$ cat config.mk
export PLATFORM = sky130hd
export DESIGN_NAME = mtrr_memory_type_resolver
export DESIGN_NICKNAME = d
export VERILOG_FILES = /design/src/design/mtrr_pkg.sv /design/src/design/mtrr_cell.sv /design/src/design/mtrr_memory_type_resolver.sv
export VERILOG_INCLUDE_DIRS = /design/src /design/src/design
export SDC_FILE = /design/constraint.sdc
export NUM_CORES = 1
export LEC_CHECK = 0
export ABC_AREA = 1
export CAP_MARGIN = 5
export CORE_MARGIN = 3
export CORE_UTILIZATION = 33
export DETAILED_ROUTE_END_ITERATION = 16
export DONT_BUFFER_PORTS = 1
export GPL_ROUTABILITY_DRIVEN = 0
export HOLD_SLACK_MARGIN = 0.02
export PLACE_DENSITY = 0.55
export SETUP_SLACK_MARGIN = 0.02
export SYNTH_ARGS = -nofsm -noshare
export SYNTH_HDL_FRONTEND = slang
export SYNTH_SLANG_ARGS = --single-unit
$ cat constraint.sdc
create_clock -name clock -period 16.5 [get_ports clock]
set_clock_uncertainty 0.05 [all_clocks]
set_input_delay 0.825 -clock clock [delete_from_list [all_inputs] [get_ports clock]]
set_output_delay 0.825 -clock clock [all_outputs]
set_load 0.005 [all_outputs]
$ cat src/design/mtrr_memory_type_resolver_defines.svh
// assertion macros shared by the memory type resolver rtl
// no dependencies; expects clock and reset in the including module
`ifndef MTRR_MEMORY_TYPE_RESOLVER_DEFINES_SVH
`define MTRR_MEMORY_TYPE_RESOLVER_DEFINES_SVH

// same-cycle implication
`define MTRR_ASSERT_IMPL(label, ante, cons) \
   label: assert property (@(posedge clock) disable iff (reset) (ante) |-> (cons)) \
      else $error("mtrr assertion failed");

// next-cycle implication
`define MTRR_ASSERT_NEXT(label, ante, cons) \
   label: assert property (@(posedge clock) disable iff (reset) (ante) |=> (cons)) \
      else $error("mtrr assertion failed");

`endif

$ cat src/design/mtrr_pkg.sv
// types, constants and codes for the memory type resolver
// no dependencies
`default_nettype none

package mtrr_pkg;

   localparam int RANGE_DEPTH_DEF = 8;
   localparam int ADDR_W          = 52;
   localparam int PAGE_LSB        = 12;
   localparam int PAGE_W          = ADDR_W - PAGE_LSB;
   localparam int TYPE_W          = 8;
   localparam int IDX_W           = 3;
   localparam int CNT_W           = 4;
   localparam int VALID_BIT       = 11;
   localparam int CSR_IDX_W       = 2;

   localparam logic [TYPE_W-1:0] TYPE_UC = 8'd0;
   localparam logic [TYPE_W-1:0] TYPE_WT = 8'd4;
   localparam logic [TYPE_W-1:0] TYPE_WB = 8'd6;

   localparam logic OP_WRITE = 1'b0;
   localparam logic OP_QUERY = 1'b1;

   localparam logic [CSR_IDX_W-1:0] CSR_ENABLE  = 2'd0;
   localparam logic [CSR_IDX_W-1:0] CSR_DEFAULT = 2'd1;
   localparam logic [CSR_IDX_W-1:0] CSR_COUNT   = 2'd2;

   typedef struct packed {
      logic              op;
      logic [IDX_W-1:0]  range_index;
      logic [ADDR_W-1:0] base_word;
      logic [ADDR_W-1:0] mask_word;
      logic [ADDR_W-1:0] phys_addr;
   } req_type;

   typedef struct packed {
      logic [TYPE_W-1:0] mem_type;
      logic              used_default;
   } rsp_type;

   typedef struct packed {
      logic              uc;
      logic              found;
      logic [TYPE_W-1:0] res;
      logic [PAGE_W-1:0] page;
   } token_type;

   typedef struct packed {
      logic              en;
      logic [IDX_W-1:0]  index;
      logic              valid;
      logic [TYPE_W-1:0] mtype;
      logic [PAGE_W-1:0] base;
      logic [PAGE_W-1:0] mask;
   } entry_wr_type;

   typedef struct packed {
      logic             advance;
      logic [CNT_W-1:0] range_count;
   } cell_ctrl_type;

endpackage

`default_nettype wire

$ cat src/design/mtrr_cell.sv
// one range entry of the resolver chain; checks the passing token and forwards it
// depends on mtrr_pkg
`default_nettype none

module mtrr_cell
   import mtrr_pkg::*;
#(
   parameter int CELL_INDEX = 0
) (
   input  wire logic          clock,
   input  wire logic          reset,
   input  wire cell_ctrl_type ctrl,
   input  wire entry_wr_type  wr,
   input  wire logic          up_vld,
   input  wire token_type     up_tok,
   output logic               dn_vld,
   output token_type          dn_tok
);

   localparam logic [CNT_W:0]   CELL_POS  = (CNT_W+1)'(CELL_INDEX);
   localparam bit               WRITABLE  = CELL_INDEX < (1 << IDX_W);
   localparam logic [IDX_W-1:0] CELL_SLOT = IDX_W'(CELL_INDEX);

   logic              valid_ff;
   logic [TYPE_W-1:0] type_ff;
   logic [PAGE_W-1:0] base_ff;
   logic [PAGE_W-1:0] mask_ff;
   logic              vld_ff;
   token_type         tok_ff;
   token_type         tok_in;
   logic              wr_hit;
   logic              in_use;
   logic              hit;

   assign wr_hit = WRITABLE && wr.en && (wr.index == CELL_SLOT);
   assign in_use = {1'b0, ctrl.range_count} > CELL_POS;
   assign hit    = valid_ff && in_use && ((up_tok.page & mask_ff) == (base_ff & mask_ff));

   always_comb begin
      tok_in = up_tok;
      if (!up_tok.uc && hit) begin
         if (type_ff == TYPE_UC) begin
            tok_in.uc = 1'b1;
         end else if (!up_tok.found) begin
            tok_in.found = 1'b1;
            tok_in.res   = type_ff;
         end else if ((up_tok.res == TYPE_WB && type_ff == TYPE_WT) ||
                      (up_tok.res == TYPE_WT && type_ff == TYPE_WB)) begin
            tok_in.res = TYPE_WT;
         end
      end
   end

   always_ff @(posedge clock) begin
      if (reset) begin
         valid_ff <= 1'b0;
         vld_ff   <= 1'b0;
      end else begin
         if (wr_hit) begin
            valid_ff <= wr.valid;
         end
         if (ctrl.advance) begin
            vld_ff <= up_vld;
         end
      end
   end

   always_ff @(posedge clock) begin
      if (wr_hit) begin
         type_ff <= wr.mtype;
         base_ff <= wr.base;
         mask_ff <= wr.mask;
      end
      if (ctrl.advance) begin
         tok_ff <= tok_in;
      end
   end

   assign dn_vld = vld_ff;
   assign dn_tok = tok_ff;

endmodule

`default_nettype wire

$ cat src/design/mtrr_memory_type_resolver.sv
// Variable-range memory type resolver. A write transfer (op 0) loads one range entry. A query
// transfer (op 1) walks a chain of RANGE_DEPTH cells, one cell per cycle while the output
// register is not stalled, each holding one range entry; the resolved type then lands in the
// output register. One item is in flight at a time: req_ready stays low from the start of a
// query until its result is loaded into the output register. Configuration writes take effect
// at once, csr_ready is always high.
// top level; depends on mtrr_pkg, mtrr_cell and mtrr_memory_type_resolver_defines.svh
`default_nettype none
`include "mtrr_memory_type_resolver_defines.svh"

module mtrr_memory_type_resolver
   import mtrr_pkg::*;
#(
   parameter int RANGE_DEPTH = RANGE_DEPTH_DEF
) (
   input  wire logic                 clock,
   input  wire logic                 reset,
   input  wire logic                 req_valid,
   output logic                      req_ready,
   input  wire req_type              req_data,
   output logic                      rsp_valid,
   input  wire logic                 rsp_ready,
   output rsp_type                   rsp_data,
   input  wire logic                 csr_valid,
   output logic                      csr_ready,
   input  wire logic [CSR_IDX_W-1:0] csr_index,
   input  wire logic [TYPE_W-1:0]    csr_wdata
);

   logic              enable_ff;
   logic [TYPE_W-1:0] default_ff;
   logic [CNT_W-1:0]  count_ff;
   logic              busy_ff;
   logic              busy_in;
   logic              rsp_vld_ff;
   rsp_type           rsp_data_ff;
   rsp_type           rsp_data_in;

   logic              req_accept;
   logic              query_start;
   logic              last_vld;
   logic              load;
   cell_ctrl_type     ctrl;
   entry_wr_type      wr;
   logic              tok_vld [RANGE_DEPTH+1];
   token_type         tok     [RANGE_DEPTH+1];
   logic [RANGE_DEPTH-1:0] chain_vld;

   assign req_ready   = !busy_ff;
   assign csr_ready   = 1'b1;
   assign req_accept  = req_valid && req_ready;
   assign query_start = req_accept && (req_data.op == OP_QUERY);

   assign last_vld = tok_vld[RANGE_DEPTH];
   assign load     = last_vld && (!rsp_vld_ff || rsp_ready);

   assign ctrl.advance     = !last_vld || load;
   assign ctrl.range_count = count_ff;

   assign wr.en    = req_accept && (req_data.op == OP_WRITE);
   assign wr.index = req_data.range_index;
   assign wr.valid = req_data.mask_word[VALID_BIT];
   assign wr.mtype = req_data.base_word[TYPE_W-1:0];
   assign wr.base  = req_data.base_word[ADDR_W-1:PAGE_LSB];
   assign wr.mask  = req_data.mask_word[ADDR_W-1:PAGE_LSB];

   assign tok_vld[0]   = query_start;
   assign tok[0].uc    = 1'b0;
   assign tok[0].found = 1'b0;
   assign tok[0].res   = TYPE_UC;
   assign tok[0].page  = req_data.phys_addr[ADDR_W-1:PAGE_LSB];

   for (genvar i = 0; i < RANGE_DEPTH; i++) begin : g_cell
      mtrr_cell #(
         .CELL_INDEX(i)
      ) u_cell (
         .clock  (clock),
         .reset  (reset),
         .ctrl   (ctrl),
         .wr     (wr),
         .up_vld (tok_vld[i]),
         .up_tok (tok[i]),
         .dn_vld (tok_vld[i+1]),
         .dn_tok (tok[i+1])
      );
      assign chain_vld[i] = tok_vld[i+1];
   end

   always_comb begin
      rsp_data_in.mem_type     = TYPE_UC;
      rsp_data_in.used_default = 1'b0;
      if (enable_ff && !tok[RANGE_DEPTH].uc) begin
         if (tok[RANGE_DEPTH].found) begin
            rsp_data_in.mem_type = tok[RANGE_DEPTH].res;
         end else begin
            rsp_data_in.mem_type     = default_ff;
            rsp_data_in.used_default = 1'b1;
         end
      end
   end

   always_comb begin
      busy_in = busy_ff;
      if (query_start) begin
         busy_in = 1'b1;
      end else if (load) begin
         busy_in = 1'b0;
      end
   end

   always_ff @(posedge clock) begin
      if (reset) begin
         enable_ff  <= 1'b0;
         default_ff <= '0;
         count_ff   <= '0;
         busy_ff    <= 1'b0;
         rsp_vld_ff <= 1'b0;
      end else begin
         busy_ff <= busy_in;
         if (load) begin
            rsp_vld_ff <= 1'b1;
         end else if (rsp_ready) begin
            rsp_vld_ff <= 1'b0;
         end
         if (csr_valid && csr_ready) begin
            case (csr_index)
               CSR_ENABLE:  enable_ff  <= csr_wdata[0];
               CSR_DEFAULT: default_ff <= csr_wdata;
               CSR_COUNT:   count_ff   <= csr_wdata[CNT_W-1:0];
               default:     ;
            endcase
         end
      end
   end

   always_ff @(posedge clock) begin
      if (load) begin
         rsp_data_ff <= rsp_data_in;
      end
   end

   assign rsp_valid = rsp_vld_ff;
   assign rsp_data  = rsp_data_ff;

   `MTRR_ASSERT_IMPL(a_one_token, 1'b1, $onehot0(chain_vld))
   `MTRR_ASSERT_IMPL(a_idle_empty, !busy_ff, chain_vld == '0)
   `MTRR_ASSERT_NEXT(a_start_busy, query_start, busy_ff)
   `MTRR_ASSERT_NEXT(a_off_uc, load && !enable_ff, rsp_data_ff.mem_type == TYPE_UC && !rsp_data_ff.used_default)

endmodule

`default_nettype wire
==> results of run 1 <==
placed cells by master (no fill, tap or decap), types with 3 or more instances in the layout:
| cell type | synthesis | routed |
|---|---|---|
| a211oi_1 | 5 | 5 |
| a21boi_0 | 6 | 6 |
| a21oi_1 | 95 | 95 |
| buf_4 | 2 | 21 |
| bufinv_16 | 0 | 10 |
| clkbuf_1 | 14 | 24 |
| clkbuf_16 | 0 | 112 |
| clkbuf_8 | 0 | 3 |
| clkinv_1 | 4 | 25 |
| clkinv_16 | 0 | 4 |
| clkinv_2 | 0 | 16 |
| clkinv_4 | 0 | 3 |
| dfxtp_1 | 31 | 31 |
| edfxtp_1 | 1073 | 1073 |
| inv_1 | 590 | 590 |
| inv_2 | 12 | 12 |
| nand2_1 | 967 | 967 |
| nand3_1 | 367 | 366 |
| nand3_2 | 4 | 4 |
| nand3_4 | 2 | 3 |
| nand3b_1 | 33 | 33 |
| nand4_1 | 40 | 40 |
| nor2_1 | 354 | 346 |
| nor2_2 | 5 | 5 |
| nor2_4 | 5 | 13 |
| nor2_8 | 4 | 4 |
| nor3_1 | 4 | 4 |
| nor4_1 | 3 | 3 |
| o21ai_0 | 32 | 32 |
| o21ai_1 | 17 | 17 |
| o22ai_1 | 4 | 4 |
| or2_0 | 31 | 31 |
| or2_1 | 39 | 39 |
stage by stage:
step                      util, %  instances
after floorplan                 -       3765
after global placement       35.2       5521
after detailed placement     35.2       5521
after CTS                    37.9       5720
after global routing         37.9       5720
final                        37.9       5722
worst max-delay path by stage:
stage	depth (start not counted)	to	start	slack (ps)
after CTS	3	g_cell[1].u_cell.dn_tok[16]$_DFFE_PP_	rsp_valid$_SDFFE_PP0P_	13070
after detailed placement	4	g_cell[0].u_cell.dn_tok[16]$_DFFE_PP_	rsp_ready	12490
after floorplan	2	g_cell[0].u_cell.dn_tok[0]$_DFFE_PP_	rsp_ready	3740
after global routing	3	g_cell[1].u_cell.dn_tok[16]$_DFFE_PP_	rsp_valid$_SDFFE_PP0P_	12840
final	3	g_cell[4].u_cell.dn_tok[6]$_DFFE_PP_	rsp_valid$_SDFFE_PP0P_	13100
after global placement	4	g_cell[0].u_cell.dn_tok[16]$_DFFE_PP_	rsp_ready	12520
layer usage:
metal | vias to the layer above | wire, um | global-route usage (%)
met5 | - | 23 | 0
met3 | 149 | 6160 | 3.72
li1 | 12800 | - | -
met4 | 4 | 2310 | 4.13
met2 | 439 | 46200 | 23.3
met1 | 12100 | 41900 | 17.8
kinds of logic (layout without fill, tap and decap cells):
kind of cell,after synthesis,after routing,synth area share [%]
compound gates,165,165,1.97
mux,2,2,0.0453
buf+inv,626,826,5.34
simple gates,1867,1867,18.3
other cells,1,3,0.00848
flops,1104,1104,74.3
area by class of cell:
type                            instances  share of cell area, %
Sequential cell                      1104                   65.5
Clock buffer                          139                   5.85
Tap cell                             1755                   4.38
Inverter                              606                   4.54
Multi-Input combinational cell       2035                   18.1
Antenna cell                            2                0.00998
Timing Repair Buffer                   21                  0.314
Clock inverter                         60                   1.35
synthesized netlist by cell type (3+ instances only):
cell and count:
nand3_1 367, nor2_8 4, nor2_2 5, o21ai_1 17
nand4_1 40, edfxtp_1 1073, a211oi_1 5, nor2_4 5
dfxtp_1 31, a21oi_1 95, o21ai_0 32, nand3b_1 33
nor3_1 4, nor4_1 3, nor2_1 354, nand3_2 4
nand2_1 967, or2_0 31, a21boi_0 6, clkbuf_1 14
inv_1 590, o22ai_1 4, inv_2 12, or2_1 39
clkinv_1 4
state kept, by name (all words and copies together) (netlist names):
register,count
g_cell.u_cell.type_ff,64
g_cell.u_cell.valid_ff,8
g_cell.u_cell.mask_ff,320
rsp_valid,1
busy_ff,1
g_cell.u_cell.dn_tok,360
count_ff,4
default_ff,8
g_cell.u_cell.dn_vld,8
enable_ff,1
g_cell.u_cell.base_ff,320
rsp_data,9
worst register-to-register path: stages (launching register included):
cell and delay (ps):
dfxtp_1 440, nand3_4 670, buf_4 880, buf_4 930
power by group:
part,internal (W),switching [W],leakage (nW)
clock network,0.00142,0.00107,1.76
registers,0.00313,0.0000320,10.7
logic,0.0000327,0.0000648,7.77
total,0.00459,0.00116,20.2
==> results_dict.tcl, run 1 <==
set metrics [dict create \
    root_buffer "clkbuf_16" \
    fp.dieH_um 372 \
    r2r_slack_ps 13100 \
    postRouteAntennaNets 0 \
    hp-class "in2reg" \
    r2r-start "rsp_valid$_SDFFE_PP0P_" \
    grt_pass1_vias 23900 \
    clk_path_buf_depth 3 \
    netlist_area_mm2 0.0442 \
    cts.repair.resized 0 \
    ys_seq_elements 1104 \
    slowest_delay_ps 830 \
    arrival_ps 3690 \
    seq_area_mm2 0.0328 \
    crit_family "buffers and inverters" \
    dr.pass1.iters 6 \
    postPlaceCellArea_mm2 0.0465 \
    hold_path_depth 1 \
    worst_setup_hold_path_clk_slew_ps 60 \
    wl_per_cell_um 16.9 \
    ys_seq_area_share_pct 74.3 \
    synthFlopType "edfxtp_1" \
    design.die.area_mm2 0.138 \
    hold_viol_final 0 \
    cts_tree "built" \
    dp_slack_ps 12490 \
    ctsHoldBuffers 0 \
    rows 133 \
    boundaryPins 187 \
    fp.dieW_um 372 \
    slew_violations 0 \
    cp-end-kind "register" \
    drtIter0Drc 1683 \
    path_cells "nand3_4 > buf_4 > buf_4" \
    drc 0 \
    p_leak_nw 20.2 \
    area_growth_pct 13.5 \
    design_area_mm2 0.0502 \
    syn_nets 3940 \
    antenna_found_initial 3 \
    finalCritPeriodShare_pct 20.6 \
    power.density_mw_per_mm2 115 \
    worst_setup_path_start_kind "register" \
    ir_worst_vdd_v 0.0000965 \
    netlist.area_leader.share_pct 72.9 \
    tns_ps 0 \
    outcome "complete, no violations" \
    synth_area_leader_cell "edfxtp_1" \
    finalPower_w 0.00575 \
    wirelength_mm 96.7 \
    numPortBuffers 0 \
    netlist_instances 3765 \
    grt-ovfl-total 0 \
    slowest_stage "buf_4" \
    final.setup.worst_slack_ps 13100 \
    h-tree-depth 3 \
    crit_top_cell "buf_4" \
    grt_pass1_wl_mm 143 \
    worstMarginPinSlew_ps 995 \
    viasPerCell 4.46 \
    setup-violations-final 0 \
    max_freq_ghz 0.294 \
    multi_input_area_mm2 0.00907 \
    max-slew-margin-rel_pct 33.7 \
    worstPathBufferInverterCount 2 \
    crit_required_ps 16800 \
    ys_top_cells_by_area "edfxtp_1 (73%), nand2_1 (8.2%), inv_1 (5.0%)" \
    path_class "reg2reg" \
    holdWs_ps 116 \
    hold_start "reset" \
    cts_buffers 111 \
    vias 25500 \
    ff2ff_path_depth 3 \
    coreArea_mm2 0.132 \
    final_nets 4054 \
    synth_edf_count 1073 \
    regToRegEndpoint "g_cell[4].u_cell.dn_tok[6]$_DFFE_PP_" \
    grt.total_usage_pct 13.9 \
    crit_fanout 67 \
    yosys_warnings 0 \
    clk-insertion-delay-late_ps 730 \
    synth_cell_types 40 \
    layout-drive-gt1-share_pct 5.65 \
    cts_setup_buffers 0 \
    dp_hpwl_mm 68.0 \
    grt_max_degree 68 \
    maxCapViolations 0 \
    rsz0062_at_grt "false" \
    nFillCells 12400 \
    whs_endpoint "g_cell[5].u_cell.dn_vld$_SDFFE_PP0P_" \
    syn_area_per_cell_um2 11.7 \
    synthArstFlopShare_pct 0 \
    start_util_pct 33.4 \
    cts_sinks 1104 \
    finalCriticalPeriod_ps 3400 \
]
Power figures use the tool's default switching activity.
==> run 2: changes to the inputs <==
--- a/config.mk
+++ b/config.mk
@@ -6,7 +6,7 @@
 export SDC_FILE = /design/constraint.sdc
 export NUM_CORES = 1
 export LEC_CHECK = 0
-export ABC_AREA = 1
+export ABC_AREA = 0
 export CAP_MARGIN = 5
 export CORE_MARGIN = 3
 export CORE_UTILIZATION = 33
@@ -14,7 +14,7 @@
 export DONT_BUFFER_PORTS = 1
 export GPL_ROUTABILITY_DRIVEN = 0
 export HOLD_SLACK_MARGIN = 0.02
-export PLACE_DENSITY = 0.55
+export PLACE_DENSITY = 0.56
 export SETUP_SLACK_MARGIN = 0.02
 export SYNTH_ARGS = -nofsm -noshare
 export SYNTH_HDL_FRONTEND = slang
==> constraint.sdc (replaced) <==
create_clock -name clock -period 3 [get_ports clock]
set_clock_uncertainty 0.05 [all_clocks]
set_input_delay 0.15 -clock clock [delete_from_list [all_inputs] [get_ports clock]]
set_output_delay 0.15 -clock clock [all_outputs]
set_load 0.005 [all_outputs]
==> run 2 against run 1 <==
Synthesized area down 9.9%. Wire length increased by 18%. Critical path type unchanged. Global-route usage increased by 3.9 points. Synthesized cell count decreased by 45%. Clock power rose to 5.3 times the previous value. Setup slack got worse by 13000 ps.
==> results_dict.tcl, run 2 <==
set metrics [dict create \
    design.die.area_mm2 0.125 \
    synth_cell_types 51 \
    wl_met2_mm 52.6 \
    dr.pass1.iters 5 \
    max_freq_ghz 0.338 \
    final_common_cell "edfxtp_1" \
    yosys_warnings 0 \
    ys_seq_elements 1104 \
    synth_common_cells "edfxtp_1 (1,073), xor2_1 (327), a22oi_1 (164)" \
    layout_common_cells "edfxtp_1 (1,073), xor2_1 (327), dlygate4sd3_1 (164)" \
    grt.total_usage_pct 17.9 \
    grt_pass1_wl_mm 158 \
    hold_viol_final 0 \
    endpoint "g_cell[7].u_cell.dn_tok[44]$_DFFE_PP_" \
    synthArstFlopShare_pct 0 \
    syn_nets 2256 \
    dr.max_layer_used "met5" \
    rsz0062_at_grt "false" \
    arrival_ps 3330 \
    netlist_instances 2081 \
    grt_max_degree 90 \
    setup-violations-final 0 \
    slowest_stage "nand4_1" \
    slew_violations 0 \
    stdcell_count 4128 \
    path_cells "xor2_1 > a22oi_1 > nand4_1 > nor4_2 > buf_4 > nand3_1 > o2bb2ai_1" \
    postRouteAntennaNets 0 \
    netlist_area_mm2 0.0398 \
    outcome "complete, no violations" \
    p_leak_nw 16.3 \
    fp.dieH_um 353 \
    wl_met3_mm 10.3 \
    cts_tree "built" \
    synth_most_common_cell "edfxtp_1" \
    viasPerCell 5.03 \
    p_seq_share_pct 54.9 \
    boundaryPins 187 \
    drtIter0Drc 2542 \
    cts_sinks 1104 \
    r2r_slack_ps 40 \
    fp.dieW_um 353 \
    power.density_mw_per_mm2 663 \
    slowest_delay_ps 520 \
    wirelength_mm 114 \
    cp-end-kind "register" \
    internal-power_w 0.0250 \
    layout-drive-gt1-share_pct 10.8 \
    ys_top_cells_by_area "edfxtp_1 (81%), xor2_1 (7.2%), a22oi_1 (3.1%)" \
    final_nets 2604 \
    vias 20800 \
    ys_seq_area_share_pct 82.5 \
    worstMarginPinSlew_ps 988 \
    clk_path_buf_depth 3 \
    finalCritPeriodShare_pct 98.6 \
    pwr-share-clk_pct 41.5 \
    worstPathBufferInverterCount 1 \
    drc 0 \
    grt-ovfl-total 0 \
    syn_area_per_cell_um2 19.1 \
    start_util_pct 33.5 \
    cts_buffers 107 \
    crit_family "simple AND/OR/NAND/NOR gates" \
    postPlaceCellArea_mm2 0.0428 \
    hp-class "in2reg" \
    crit_fanout 8 \
    holdWs_ps 54.9 \
    regToRegEndpoint "g_cell[7].u_cell.dn_tok[44]$_DFFE_PP_" \
    design_area_mm2 0.0479 \
    cp.depth 7 \
    antenna_found_initial 28 \
    crit_required_ps 3380 \
    startpoint "g_cell[6].u_cell.dn_tok[13]$_DFFE_PP_" \
    wl_per_cell_um 27.6 \
    h-tree-depth 3 \
    area_growth_pct 20.4 \
    grt_pass1_vias 20500 \
    path_class "reg2reg" \
    tns_ps 0 \
    ff2ff_path_depth 7 \
    nFillCells 10700 \
    clk-insertion-delay-late_ps 690 \
    worst_setup_path_start_kind "register" \
    ir_worst_vdd_v 0.000491 \
    netlist.area_leader.share_pct 80.9 \
    synth_area_leader_cell "edfxtp_1" \
    synth_edf_count 1073 \
    root_buffer "clkbuf_16" \
    wl_met1_mm 48.8 \
    max-slew-margin-rel_pct 33.4 \
    maxCapViolations 0 \
    synthFlopType "edfxtp_1" \
    worst_setup_hold_path_clk_slew_ps 60 \
    rows 126 \
    dp_hpwl_mm 79.4 \
    p_switching_w 0.00674 \
    largest_reg_flops 360 \
    switching_share_pct 21.2 \
    finalCriticalPeriod_ps 2960 \
    r2r-start "g_cell[6].u_cell.dn_tok[13]$_DFFE_PP_" \
    combPwrFrac_pct 3.7 \
    dp_cells 3754 \
    coreArea_mm2 0.119 \
    numPortBuffers 0 \
]
==> run 2: layout make-up <==
type / count / area, um2 / area share, %
antenna: 11 / 27.5 / 0.0574
clock buffer: 131 / 2790 / 5.82
clock inverter: 66 / 621 / 1.29
inverter: 55 / 206 / 0.431
multi-input combinational: 906 / 6830 / 14.2
sequential: 1104 / 32800 / 68.5
tap: 1600 / 2000 / 4.18
timing repair buffer: 255 / 2610 / 5.45
==> run 2: stage by stage <==
step | total power, W | utilization [%] | setup slack, ps
detailed placement | 0.0185 | 36.0 | -60.2
global route | 0.0327 | 40.3 | 6.87
finish | 0.0318 | 40.3 | 43.4
global placement | 0.0184 | 36.0 | -30.4
CTS | 0.0320 | 40.3 | 16.1
floorplan | 0.0180 | - | -693
==> run 2: worst min path at each step <==
stage                       startpoint                                      to  slack (ps)  cells after the start
after floorplan                  reset  g_cell[5].u_cell.valid_ff$_SDFFE_PP0P_         170                      1
after global placement           reset                    busy_ff$_SDFFE_PP0P_         180                      1
after detailed placement         reset                    busy_ff$_SDFFE_PP0P_         180                      1
after CTS                 req_data[46]   g_cell[0].u_cell.dn_tok[34]$_DFFE_PP_          20                      1
after global routing      req_data[16]    g_cell[0].u_cell.dn_tok[4]$_DFFE_PP_          30                      1
final                     req_data[16]    g_cell[0].u_cell.dn_tok[4]$_DFFE_PP_          50                      1
==> run 2: logic make-up (layout without fill, tap and decap cells) <==
kind of cell	Yosys count	in the layout	share of synthesized area, %
buffers and inverters	71	507	0.688
flip-flops	1104	1104	82.5
AO/OA/AOI/OAI	288	288	5.48
XOR/XNOR	327	327	7.19
AND/OR/NAND/NOR	266	266	3.54
multiplexers	24	24	0.606
other	1	12	0.00942
==> run 2: routing by layer <==
layer  vias up  GRT usage [%]
li1       8924              -
met1     10700           25.5
met2       963           28.2
met3       151           4.01
met4         2           3.67
met5         -              0
==> run 2: power groups by stage <==
| stage | registers (W) | logic, W | clock network (W) |
|---|---|---|---|
| 2_1_floorplan | 0.0177 | 0.000362 | 0 |
| 3_3_place_gp | 0.0177 | 0.000698 | 0 |
| 3_5_place_dp | 0.0177 | 0.000701 | 0 |
| 4_1_cts | 0.0174 | 0.00117 | 0.0134 |
| 5_1_grt | 0.0174 | 0.00122 | 0.0140 |
| 6_report | 0.0174 | 0.00116 | 0.0132 |
==> run 2: repair_timing <==
item	CTS	global route
resized for setup	2	2
hold buffers	165	0
hold endpoints to repair	967	0
buffers inserted	0	1
pin swaps	0	1
endpoints found under the setup margin	13	15
==> run 3: changes to the inputs <==
--- a/config.mk
+++ b/config.mk
@@ -15,7 +15,7 @@
 export GPL_ROUTABILITY_DRIVEN = 0
 export HOLD_SLACK_MARGIN = 0.02
 export PLACE_DENSITY = 0.56
-export SETUP_SLACK_MARGIN = 0.02
+export SETUP_SLACK_MARGIN = 0.5
 export SYNTH_ARGS = -nofsm -noshare
 export SYNTH_HDL_FRONTEND = slang
 export SYNTH_SLANG_ARGS = --single-unit
==> run 3 against run 2 <==
Hold slack better by 1.1 ps. Final area up 0.98%. Via count down 0.16%. Largest cell class unchanged. Largest power group unchanged. Highest routed layer unchanged.
==> results_dict.tcl, run 3 (synthesis results as in run 2) <==
set metrics [dict create \
    rows 126 \
    clk-insertion-delay-late_ps 690 \
    start_util_pct 33.5 \
    layout_common_cells "edfxtp_1 (1,073), xor2_1 (323), dlygate4sd3_1 (165)" \
    layout-drive-gt1-share_pct 12.9 \
    hp-class "in2reg" \
    setup-violations-final 0 \
    maxCapViolations 0 \
    grt_max_degree 117 \
    finalPower_w 0.0321 \
    crit_required_ps 3380 \
    fp.dieW_um 353 \
    worstMarginPinSlew_ps 850 \
    grtUsageMet3_pct 4.06 \
    pwr-share-clk_pct 42.0 \
    stdcell_count 4139 \
    grt_pass1_vias 20700 \
    endpoint "g_cell[5].u_cell.dn_tok[44]$_DFFE_PP_" \
    p_seq_share_pct 54.3 \
    outcome "complete, no violations" \
    max_freq_ghz 0.350 \
    root_buffer "clkbuf_16" \
    drc 0 \
    hold_viol_final 0 \
    vias 20800 \
    largest_reg_flops 360 \
    final.setup.worst_slack_ps 142 \
    fp.dieH_um 353 \
    cp-end-kind "register" \
    grt.total_usage_pct 18.0 \
    combPwrFrac_pct 3.7 \
    drtIter0Drc 2708 \
    worst_setup_hold_path_clk_slew_ps 70 \
    max-slew-margin-rel_pct 43.1 \
    regToRegEndpoint "g_cell[5].u_cell.dn_tok[44]$_DFFE_PP_" \
    switching_share_pct 21.0 \
    finalCriticalPeriod_ps 2860 \
    power.density_mw_per_mm2 663 \
    boundaryPins 187 \
    p_switching_w 0.00673 \
    h-tree-depth 3 \
    slowest_stage "or4b_4" \
    crit_fanout 8 \
    numPortBuffers 0 \
    dr.pass1.iters 8 \
    dp_slack_ps -49.6 \
    nFillCells 10600 \
    finalCritPeriodShare_pct 95.3 \
    wl_per_cell_um 27.8 \
    cts_tree "built" \
    cts_sinks 1104 \
    ff2ff_path_depth 7 \
    grt_util_met2_pct 28.2 \
    hold_path_depth 1 \
    path_cells "xor2_1 > a211oi_2 > buf_4 > nand3_2 > or4_4 > or4b_4 > a22o_1" \
    path_class "reg2reg" \
    grt_pass1_wl_mm 159 \
    slowest_delay_ps 590 \
    p_leak_nw 16.4 \
    cts_buffers 110 \
    dp_hpwl_mm 79.0 \
    design_area_mm2 0.0484 \
    slew_violations 0 \
    worst_setup_path_start_kind "register" \
    wirelength_mm 115 \
    viasPerCell 5.01 \
    r2r_slack_ps 140 \
    postPlaceCellArea_mm2 0.0428 \
    startpoint "g_cell[4].u_cell.dn_tok[29]$_DFFE_PP_" \
    final_common_cell "edfxtp_1" \
    rsz0062_at_grt "true" \
    coreArea_mm2 0.119 \
    use_met1_pct 25.5 \
    grt-busiest-layer "met2" \
    grt-ovfl-total 0 \
    design.die.area_mm2 0.125 \
    arrival_ps 3240 \
    clk_path_buf_depth 3 \
    tns_ps 0 \
    ir_worst_vdd_v 0.000436 \
    antenna_found_initial 28 \
    r2r-start "g_cell[4].u_cell.dn_tok[29]$_DFFE_PP_" \
    final_nets 2614 \
    dp_cells 3756 \
    internal-power_w 0.0254 \
    area_growth_pct 21.6 \
    postRouteAntennaNets 0 \
]
==> run 3: power groups by stage <==
stage / Clock, W / Sequential, W / Combinational, W
6_report: 0.0135 / 0.0174 / 0.00118
5_1_grt: 0.0143 / 0.0174 / 0.00124
4_1_cts: 0.0137 / 0.0174 / 0.00118
3_5_place_dp: 0 / 0.0177 / 0.000701
3_3_place_gp: 0 / 0.0177 / 0.000699
2_1_floorplan: 0 / 0.0177 / 0.000363
==> run 3: critical path, delay by kind of cell (launching register included) <==
kind	cells	cell delay, ps
AND/OR/NAND/NOR	3	1230
buffers and inverters	1	190
XOR/XNOR	1	180
AO/OA/AOI/OAI	2	560
flip-flops	1	390
==> run 3: final cells by class <==
cell class / instances / area [um2] / area share, %
Antenna cell: 15 / 37.5 / 0.0776
Clock buffer: 135 / 2880 / 5.95
Clock inverter: 62 / 606 / 1.25
Inverter: 55 / 206 / 0.427
Multi-Input combinational cell: 906 / 7150 / 14.8
Sequential cell: 1104 / 32800 / 67.9
Tap cell: 1600 / 2000 / 4.14
Timing Repair Buffer: 262 / 2680 / 5.53
==> run 3: per-layer routing <==
metal  up-vias  wire [um]
met5         -        100
met4        14       2680
li1       8942          -
met3       150      10400
met2       932      52700
met1     10700      49000
==> run 3: what timing repair did <==
action                     in CTS  in global routing
setup buffers                   3                  1
hold endpoints to repair     1002                  0
setup endpoints to repair      55                 62
pin swaps                      19                 14
cloned                          1                  0
gates resized for setup        57                 22
hold buffers                  166                  0
==> run 3: worst min-delay path by stage <==
stage / start / end / slack [ps]
after floorplan: reset / g_cell[5].u_cell.valid_ff$_SDFFE_PP0P_ / 170
after global placement: reset / busy_ff$_SDFFE_PP0P_ / 180
after detailed placement: reset / g_cell[4].u_cell.dn_vld$_SDFFE_PP0P_ / 180
after CTS: req_data[13] / g_cell[0].u_cell.dn_tok[1]$_DFFE_PP_ / 20
after global routing: req_data[48] / g_cell[0].u_cell.dn_tok[36]$_DFFE_PP_ / 40
final: req_data[15] / g_cell[0].u_cell.dn_tok[3]$_DFFE_PP_ / 60
==> run 3: per-stage QoR <==
stage	utilization (%)	hold WS [ps]
2_1_floorplan	-	169
3_3_place_gp	36.0	176
3_5_place_dp	36.0	178
4_1_cts	40.6	24.1
5_1_grt	40.7	39.8
6_report	40.7	56.0
